`src/hdl/piqsc_pkg.sv`:
```
// Package for the packet ingress queue with sequence check.
// Holds request kinds, controller states, field widths and parameter defaults.
// No dependencies.
package piqsc_pkg;

    localparam int DEF_QUEUE_DEPTH = 16;
    localparam int DEF_NUM_GROUPS  = 8;

    localparam int HANDLE_W = 16;
    localparam int ID_W     = 8;
    localparam int GROUP_W  = 8;
    localparam int SEQ_W    = 16;
    localparam int KIND_W   = 2;

    localparam logic [ID_W-1:0] HOST_ID_RESET = 8'd1;

    typedef enum logic [KIND_W-1:0] {
        KIND_ARRIVE = 2'd0,
        KIND_GET    = 2'd1,
        KIND_SET    = 2'd2,
        KIND_CLEAR  = 2'd3
    } kind_t;

    typedef enum logic {
        ST_IDLE = 1'b0,
        ST_EXEC = 1'b1
    } state_t;

endpackage

```
`src/hdl/packet_ingress_queue_seq_check_core.sv`:
```
// Packet ingress queue with per-group sequence check, top level.
// Depends on piqsc_pkg.
//
// Usage:
//   Requests enter on s_axis: tuser holds the kind (arrive, get, set group
//   count, clear), tdata the packet handle, destination, group and sequence.
//   Every request gives exactly one result on m_axis: tuser is the "get
//   returned a packet" flag, tdata holds the handle, check flags, expected
//   count, waiting flag and fill count.
//   cfg_wr_en/cfg_wr_data write the host destination id; write only while idle.
// Operation:
//   The accept cycle issues the reads of the handle memory (at the head) and of
//   the group count memory; in the execute state, once the output register is
//   free, the block does the read-modify-write and loads the output register.
//   The read-then-commit sequence of the two memory ports means a new request
//   is taken only after the previous one has committed.
// Reset:
//   Queue empty, all group counts unset (per-group valid bits), host id 1.
// Stall:
//   A held result does not block acceptance; the commit waits until the output
//   register is free, and no new request is taken until it commits.
module packet_ingress_queue_seq_check_core #(
    parameter int QUEUE_DEPTH = piqsc_pkg::DEF_QUEUE_DEPTH,
    parameter int NUM_GROUPS  = piqsc_pkg::DEF_NUM_GROUPS,
    localparam int CW  = $clog2(QUEUE_DEPTH + 1),
    localparam int OW  = ((36 + CW + 7) / 8) * 8
) (
    input  logic                          clk,
    input  logic                          rst_n,
    input  logic                          cfg_wr_en,
    input  logic [piqsc_pkg::ID_W-1:0]    cfg_wr_data,
    input  logic                          s_axis_tvalid,
    output logic                          s_axis_tready,
    // [15:0] pkt_handle, [23:16] pkt_dest, [31:24] pkt_group, [47:32] pkt_seq
    input  logic [47:0]                   s_axis_tdata,
    // [1:0] kind
    input  logic [1:0]                    s_axis_tuser,
    output logic                          m_axis_tvalid,
    input  logic                          m_axis_tready,
    // [15:0] out_handle, [16] seq_error, [32:17] expected_seq, [33] illegal_group,
    // [34] queue_full_drop, [35] waiting, [35+CW:36] pending_count, rest zero
    output logic [OW-1:0]                 m_axis_tdata,
    // [0] out_valid
    output logic                          m_axis_tuser
);

    localparam int QAW = (QUEUE_DEPTH > 1) ? $clog2(QUEUE_DEPTH) : 1;
    localparam int GAW = (NUM_GROUPS > 1) ? $clog2(NUM_GROUPS) : 1;
    localparam int HW  = piqsc_pkg::HANDLE_W;
    localparam int SW  = piqsc_pkg::SEQ_W;

    piqsc_pkg::state_t state_reg, state_next;

    logic [piqsc_pkg::ID_W-1:0]    host_id_reg;
    piqsc_pkg::kind_t              kind_reg;
    logic [HW-1:0]                 handle_reg;
    logic [piqsc_pkg::ID_W-1:0]    dest_reg;
    logic [piqsc_pkg::GROUP_W-1:0] group_reg;
    logic [SW-1:0]                 seq_reg;

    logic [QAW-1:0]        head_reg, head_next;
    logic [QAW-1:0]        tail_reg, tail_next;
    logic [CW-1:0]         fill_reg, fill_next;
    logic [NUM_GROUPS-1:0] gvld_reg, gvld_next;

    logic [HW-1:0] q_mem [QUEUE_DEPTH];
    logic [SW-1:0] g_mem [NUM_GROUPS];
    logic [HW-1:0] q_rd_reg;
    logic [SW-1:0] g_rd_reg;

    logic          q_we;
    logic          g_we;
    logic          accept;
    logic          commit;
    logic          in_range;
    logic [SW-1:0] last_seq;
    logic [SW-1:0] expect_seq;

    logic          m_valid_reg;
    logic [OW-1:0] m_data_reg, m_data_next;
    logic          m_user_reg, m_user_next;

    logic          o_err, o_ill, o_drop;
    logic [SW-1:0] o_exp;
    logic [HW-1:0] o_handle;

    assign accept = s_axis_tvalid && s_axis_tready;

    // next state
    always_comb
    begin
        state_next = state_reg;
        case (state_reg)
            piqsc_pkg::ST_IDLE:
            begin
                if (accept)
                begin
                    state_next = piqsc_pkg::ST_EXEC;
                end
            end
            piqsc_pkg::ST_EXEC:
            begin
                if (commit)
                begin
                    state_next = piqsc_pkg::ST_IDLE;
                end
            end
            default:
            begin
                state_next = piqsc_pkg::ST_IDLE;
            end
        endcase
    end

    // controller outputs
    always_comb
    begin
        s_axis_tready = 1'b0;
        commit        = 1'b0;
        case (state_reg)
            piqsc_pkg::ST_IDLE:
            begin
                s_axis_tready = 1'b1;
            end
            piqsc_pkg::ST_EXEC:
            begin
                commit = !m_valid_reg || m_axis_tready;
            end
            default:
            begin
                s_axis_tready = 1'b0;
            end
        endcase
    end

    assign in_range   = {1'b0, group_reg} < 9'(NUM_GROUPS);
    assign last_seq   = (in_range && gvld_reg[group_reg[GAW-1:0]]) ? g_rd_reg : '0;
    assign expect_seq = last_seq + SW'(1);

    always_comb
    begin
        head_next = head_reg;
        tail_next = tail_reg;
        fill_next = fill_reg;
        gvld_next = gvld_reg;
        q_we      = 1'b0;
        g_we      = 1'b0;
        o_err     = 1'b0;
        o_ill     = 1'b0;
        o_drop    = 1'b0;
        o_exp     = '0;
        o_handle  = '0;
        m_user_next = 1'b0;
        case (kind_reg)
            piqsc_pkg::KIND_ARRIVE:
            begin
                if (dest_reg == host_id_reg)
                begin
                    if (in_range)
                    begin
                        o_exp = expect_seq;
                        o_err = (last_seq != '0) && (expect_seq != seq_reg);
                        g_we  = 1'b1;
                        gvld_next[group_reg[GAW-1:0]] = 1'b1;
                    end
                    else
                    begin
                        o_ill = 1'b1;
                    end
                end
                if (fill_reg < CW'(QUEUE_DEPTH))
                begin
                    q_we      = 1'b1;
                    tail_next = (tail_reg == QAW'(QUEUE_DEPTH - 1)) ? '0 : tail_reg + QAW'(1);
                    fill_next = fill_reg + CW'(1);
                end
                else
                begin
                    o_drop = 1'b1;
                end
            end
            piqsc_pkg::KIND_GET:
            begin
                if (fill_reg != '0)
                begin
                    m_user_next = 1'b1;
                    o_handle    = q_rd_reg;
                    head_next   = (head_reg == QAW'(QUEUE_DEPTH - 1)) ? '0 : head_reg + QAW'(1);
                    fill_next   = fill_reg - CW'(1);
                end
            end
            piqsc_pkg::KIND_SET:
            begin
                if (in_range)
                begin
                    g_we = 1'b1;
                    gvld_next[group_reg[GAW-1:0]] = 1'b1;
                end
            end
            piqsc_pkg::KIND_CLEAR:
            begin
                head_next = '0;
                tail_next = '0;
                fill_next = '0;
                gvld_next = '0;
            end
            default:
            begin
                head_next = head_reg;
            end
        endcase
        m_data_next = '0;
        m_data_next[15:0]         = o_handle;
        m_data_next[16]           = o_err;
        m_data_next[32:17]        = o_exp;
        m_data_next[33]           = o_ill;
        m_data_next[34]           = o_drop;
        m_data_next[35]           = (fill_next == '0);
        m_data_next[36+CW-1:36]   = fill_next;
    end

    always_ff @(posedge clk or negedge rst_n)
    begin
        if (!rst_n)
        begin
            state_reg   <= piqsc_pkg::ST_IDLE;
            host_id_reg <= piqsc_pkg::HOST_ID_RESET;
            head_reg    <= '0;
            tail_reg    <= '0;
            fill_reg    <= '0;
            gvld_reg    <= '0;
            m_valid_reg <= 1'b0;
        end
        else
        begin
            state_reg <= state_next;
            if (cfg_wr_en)
            begin
                host_id_reg <= cfg_wr_data;
            end
            if (commit)
            begin
                head_reg    <= head_next;
                tail_reg    <= tail_next;
                fill_reg    <= fill_next;
                gvld_reg    <= gvld_next;
                m_valid_reg <= 1'b1;
            end
            else if (m_axis_tready)
            begin
                m_valid_reg <= 1'b0;
            end
        end
    end

    always_ff @(posedge clk)
    begin
        if (accept)
        begin
            kind_reg   <= piqsc_pkg::kind_t'(s_axis_tuser);
            handle_reg <= s_axis_tdata[15:0];
            dest_reg   <= s_axis_tdata[23:16];
            group_reg  <= s_axis_tdata[31:24];
            seq_reg    <= s_axis_tdata[47:32];
        end
        if (commit)
        begin
            m_data_reg <= m_data_next;
            m_user_reg <= m_user_next;
        end
    end

    // handle queue memory: read at head on accept, write at tail on commit
    always_ff @(posedge clk)
    begin
        if (accept)
        begin
            q_rd_reg <= q_mem[head_reg];
        end
        if (commit && q_we)
        begin
            q_mem[tail_reg] <= handle_reg;
        end
    end

    // group count memory; unset entries are masked by gvld_reg
    always_ff @(posedge clk)
    begin
        if (accept)
        begin
            g_rd_reg <= g_mem[s_axis_tdata[24+GAW-1:24]];
        end
        if (commit && g_we)
        begin
            g_mem[group_reg[GAW-1:0]] <= seq_reg;
        end
    end

    assign m_axis_tvalid = m_valid_reg;
    assign m_axis_tdata  = m_data_reg;
    assign m_axis_tuser  = m_user_reg;

    a_fill_bound: assert property (@(posedge clk) disable iff (!rst_n)
        fill_reg <= CW'(QUEUE_DEPTH))
        else $error("queue fill above depth");

    a_accept_exec: assert property (@(posedge clk) disable iff (!rst_n)
        accept |=> (state_reg == piqsc_pkg::ST_EXEC))
        else $error("accepted request not executed");

    a_commit_out: assert property (@(posedge clk) disable iff (!rst_n)
        commit |=> m_valid_reg && (state_reg == piqsc_pkg::ST_IDLE))
        else $error("commit did not load result");

    a_wait_fill: assert property (@(posedge clk) disable iff (!rst_n)
        m_valid_reg |-> (m_data_reg[35] == (m_data_reg[36+CW-1:36] == '0)))
        else $error("waiting flag disagrees with fill count");

    a_pop_nonempty: assert property (@(posedge clk) disable iff (!rst_n)
        (commit && m_user_next) |-> (fill_reg != '0) && (kind_reg == piqsc_pkg::KIND_GET))
        else $error("pop from empty queue");

endmodule
```
`config.mk`:
```
export PLATFORM = sky130hd
export DESIGN_NAME = packet_ingress_queue_seq_check_core
export DESIGN_NICKNAME = d
export VERILOG_FILES = /design/src/hdl/piqsc_pkg.sv /design/src/hdl/packet_ingress_queue_seq_check_core.sv
export SDC_FILE = /design/constraint.sdc
export NUM_CORES = 1
export LEC_CHECK = 0
export ABC_CLOCK_PERIOD_IN_PS = 4800
export BUFFER_PORTS_ARGS = -buffer_cell sky130_fd_sc_hd__buf_4
export CAP_MARGIN = 20
export CELL_PAD_IN_SITES_DETAIL_PLACEMENT = 1
export CELL_PAD_IN_SITES_GLOBAL_PLACEMENT = 1
export CORE_UTILIZATION = 47
export CTS_CLUSTER_SIZE = 20
export DETAILED_ROUTE_END_ITERATION = 8
export GPL_TIMING_DRIVEN = 0
export PLACE_DENSITY = 0.85
export SLEW_MARGIN = 20
export SYNTH_ARGS = -nofsm -noshare
export SYNTH_HDL_FRONTEND = slang
export SYNTH_SLANG_ARGS = --single-unit
export TNS_END_PERCENT = 30
```
`constraint.sdc`:
```
create_clock -name clk -period 4.8 [get_ports clk]
set_clock_uncertainty 0.15 [all_clocks]
set_input_delay 0.96 -clock clk [delete_from_list [all_inputs] [get_ports clk]]
set_output_delay 0.96 -clock clk [all_outputs]
set_load 0.02 [all_outputs]
```
==> summary.txt <==
Status
  – Status: finished, final reports clean

Floorplan
  – Num rows: 77
  – Die X: ~220 microns
  – Die area: 46370 sq um
  – Core area: about 45000 sq um
  – IO Count: 114
  – Initial core utilization: between 40% and 50%
  – Die height: roughly 220 microns

Clocking
  – Root buffer cell: clkbuf_16
  – CTS tree: built
  – Hold buffers post-CTS: 0
  – Clock Latency Late Sink: slightly above 0.6 ns
  – Setup bufs post-CTS: 0
  – TritonCTS buffer count: 54
  – Post-CTS resize count: 0
  – Clock Tree Buf Depth: 3
  – Reg clk slew, reported paths: ~0.06 ns
  – Htree depth: 2
  – Clock Sinks: 539

Cells and area
  – Area of the multi-input gates: 5102 sq um
  – Reg area: around 16000 sq um
  – Fill cells: ~4000
  – Top reg by flops: q_mem
  – Nets: about 1500
  – Max FFs per register: roughly 260
  – Area growth, synth to finish: 18.17%
  – Diodes inserted: 0
  – Post-route design area: roughly 25000 sq um
  – Finished Layout Cells: just over 2000
  – Share of layout cells above drive strength 1: 25.36%

Setup path
  – Crit Path Max Fanout: 7
  – Data arrival time of the critical path: roughly 4.1 ns
  – WS Path Type: flop to flop
  – CP required: between 4 and 5 ns
  – CP endpoint kind: flop
  – Startpoint types: flop

Yosys
  – Yosys reg bits: ~540
  – Avg Cell Area, Syn: 17.58 sq um
  – EDFF count, synth: a little over 500
  – Prevailing post-synth register cell: edfxtp_1
  – Async S/R FF share, synth: under 10%
  – Post-synthesis cell count: ~1200
  – Yosys top cell by area: edfxtp_1
  – Register area share after synthesis: around 75%
  – Synth unique cells: just under 70
  – Top cell type's share of synthesized area: a little under three quarters
  – Yosys warns: 0
  – Ranking of synthesized cells by area: edfxtp_1 (71%), mux4_2 (6.8%), dfrtp_1 (3.5%)
  – Post-Syn Area: around 21000 sq um

Placement
  – HPWL after detailed placement: between 30000 and 40000 microns
  – GPL Wtd Cong: roughly 0.8
  – IO buf count: between 100 and 150
  – Pre-CTS setup slack: 0.5096 ns
  – Dpl cell area: approximately 23000 sq um
  – Placed Cells: slightly below 2000

STA
  – Post-Route Setup TNS: 0 ns
  – Final Max Slew Viols: 0
  – Slew @ Worst Pin: between 1 and 1.5 ns
  – Hold Vio Cnt, Final: 0
  – Setup violators final: 0
  – Fmax achieved: roughly 250 MHz
  – Final period utilization: between 80 and 90%
  – Minimum clock period: just under 4 ns
  – Rel. slew slack: 19.70%
  – Final worst slack: slightly above 0.8 ns
  – Unrepaired setup endpoints after global routing: false
  – Hold Worst Slack: approximately 0.14 ns

Power and ir drop
  – Comb power frac: roughly 18%
  – Leakage: 8.550 nW
  – Clock power frac: 35.3%
  – Pwr dens: just under 500 nW/um^2
  – Sequential Power Share: 46.8%
  – Int Power: about 0.009 W
  – Sw power: between 0.003 and 0.004 W
  – Switching Share: 27.55%
  – Worst vdd ir: 0.3079 mV

Global route
  – Total gr overflow: 0
  – Vias in the first global route: approximately 13000
  – Initial antenna violation count: 0
  – GRT Resource Usage Total: about a quarter
  – Largest net degree at the start of global routing: 52
  – First-pass GRT wire length: between 80000 and 90000 microns

Route
  – Drt pass-1 iters: 5
  – Wire per inst: 26.69 microns
  – Vias: 12170
  – Antenna viol nets, final: 0
  – Number of remaining DRC errors: 0
  – Vias per cell: 5.932
  – Final WL: 54740 microns
  – DRT iter0 DRCs: ~1100

Worst hold path
  – Min-Delay Path Class: input port to asynchronous set/reset pin

Run
  – Max-Cap Viols: 0
stage by stage:
step                util (%)  total power [W]
finish                 56.79          0.01215
global route           56.79          0.01249
CTS                    56.77          0.01220
detailed placement     52.78         0.007908
global placement       51.55         0.007737
floorplan                  -         0.007075
critical path: stages (launching register included):
cell and delay (ns):
dfrtp_1 0.40, xor2_1 0.17, nor4_1 0.39, nand2_1 0.23
a2111oi_0 0.95, nand2_1 0.38, nor3_2 0.77, buf_6 0.24
layout by cell type (no fill, tap or decap), types with 6 or more instances in the layout:
cell and count:
nor2_1 49, clkbuf_1 55, xnor2_1 11, o21ai_0 44, clkinv_1 8, a21oi_1 26
edfxtp_1 508, buf_4 119, mux2_2 39, a22oi_1 19, conb_1 7, nor2_2 19
nand2_1 73, dfrtp_1 30, mux2i_1 57, buf_1 13, a221oi_1 17, xor2_1 17
nor3_1 8, nor3_2 7, mux4_2 65, inv_1 17, nor4_1 8, nand2b_1 8
a31oi_1 8, nand3_1 10, buf_8 18, nand4_1 6, clkbuf_16 55, clkinv_2 8
ha_1 7, and2_1 20, bufinv_16 6
layer usage:
metal | wire length [microns] | vias to the layer above | track usage [%]
met5 | 0 | - | 0
met4 | 1893 | 0 | 9.504
met3 | 3136 | 130 | 3.666
met2 | 29080 | 503 | 43.31
met1 | 20630 | 6335 | 28.30
li1 | - | 5199 | -
synth_stat cells (8+ instances only):
master and instances:
a21oi_1 26, mux2i_1 57, nor3_1 14, a221oi_1 17, a22oi_1 19, nor4_1 9
o21ai_0 44, nor2_1 67, xnor2_1 11, mux2_2 39, inv_1 17, mux4_2 65
a31oi_1 8, xor2_1 17, buf_1 14, edfxtp_1 508, clkbuf_1 45, and2_1 20
nand3_1 10, dfrtp_1 30, nand2b_1 8, nand2_1 73
power by group through the flow:
stage / clock network, W / registers [W] / logic, W
after detailed placement: 0 / 0.00578 / 0.00213
after CTS: 0.00434 / 0.00569 / 0.00217
after floorplan: 0 / 0.00576 / 0.00131
after global placement: 0 / 0.00576 / 0.00198
after global routing: 0.00447 / 0.00571 / 0.00231
final: 0.00429 / 0.00569 / 0.00217
worst paths after layout:
| kind | depth (start not counted) | startpoint | end | slack [ns] |
|---|---|---|---|---|
| setup / recovery | 7 | host_id_reg[6] | g_mem[0][6] | 0.82 |
| hold / removal | 1 | rst_n | host_id_reg[5] | 0.14 |
| setup reg to reg | 7 | host_id_reg[6] | g_mem[0][6] | 0.82 |
| hold reg to reg | 1 | gvld_reg[0] | gvld_reg[0] | 0.34 |
| max in group asynchronous | 1 | rst_n | host_id_reg[0] | 4.02 |
| min in group clk | 1 | gvld_reg[0] | gvld_reg[0] | 0.34 |
cells by family after synthesis:
logic type / Yosys count / share of synthesized area [%]
adder cells (fa/ha/maj): 7 / 0.4094
XOR/XNOR: 28 / 1.146
other: 1 / 0.01753
AO/OA/AOI/OAI: 154 / 4.755
flip-flops: 539 / 74.94
buffers and inverters: 88 / 1.725
multiplexers: 161 / 11.56
AND/OR/NAND/NOR: 239 / 5.440
layout make-up:
cell class,instances,area share [%]
buffer,71,1.228
clock inverter,29,1.262
sequential,539,63.42
timing repair buffer,138,4.950
inverter,17,0.2524
tap,592,2.930
clock buffer,69,5.771
multi-input combinational,596,20.19
No activity file was read; power rests on OpenSTA's default activity.
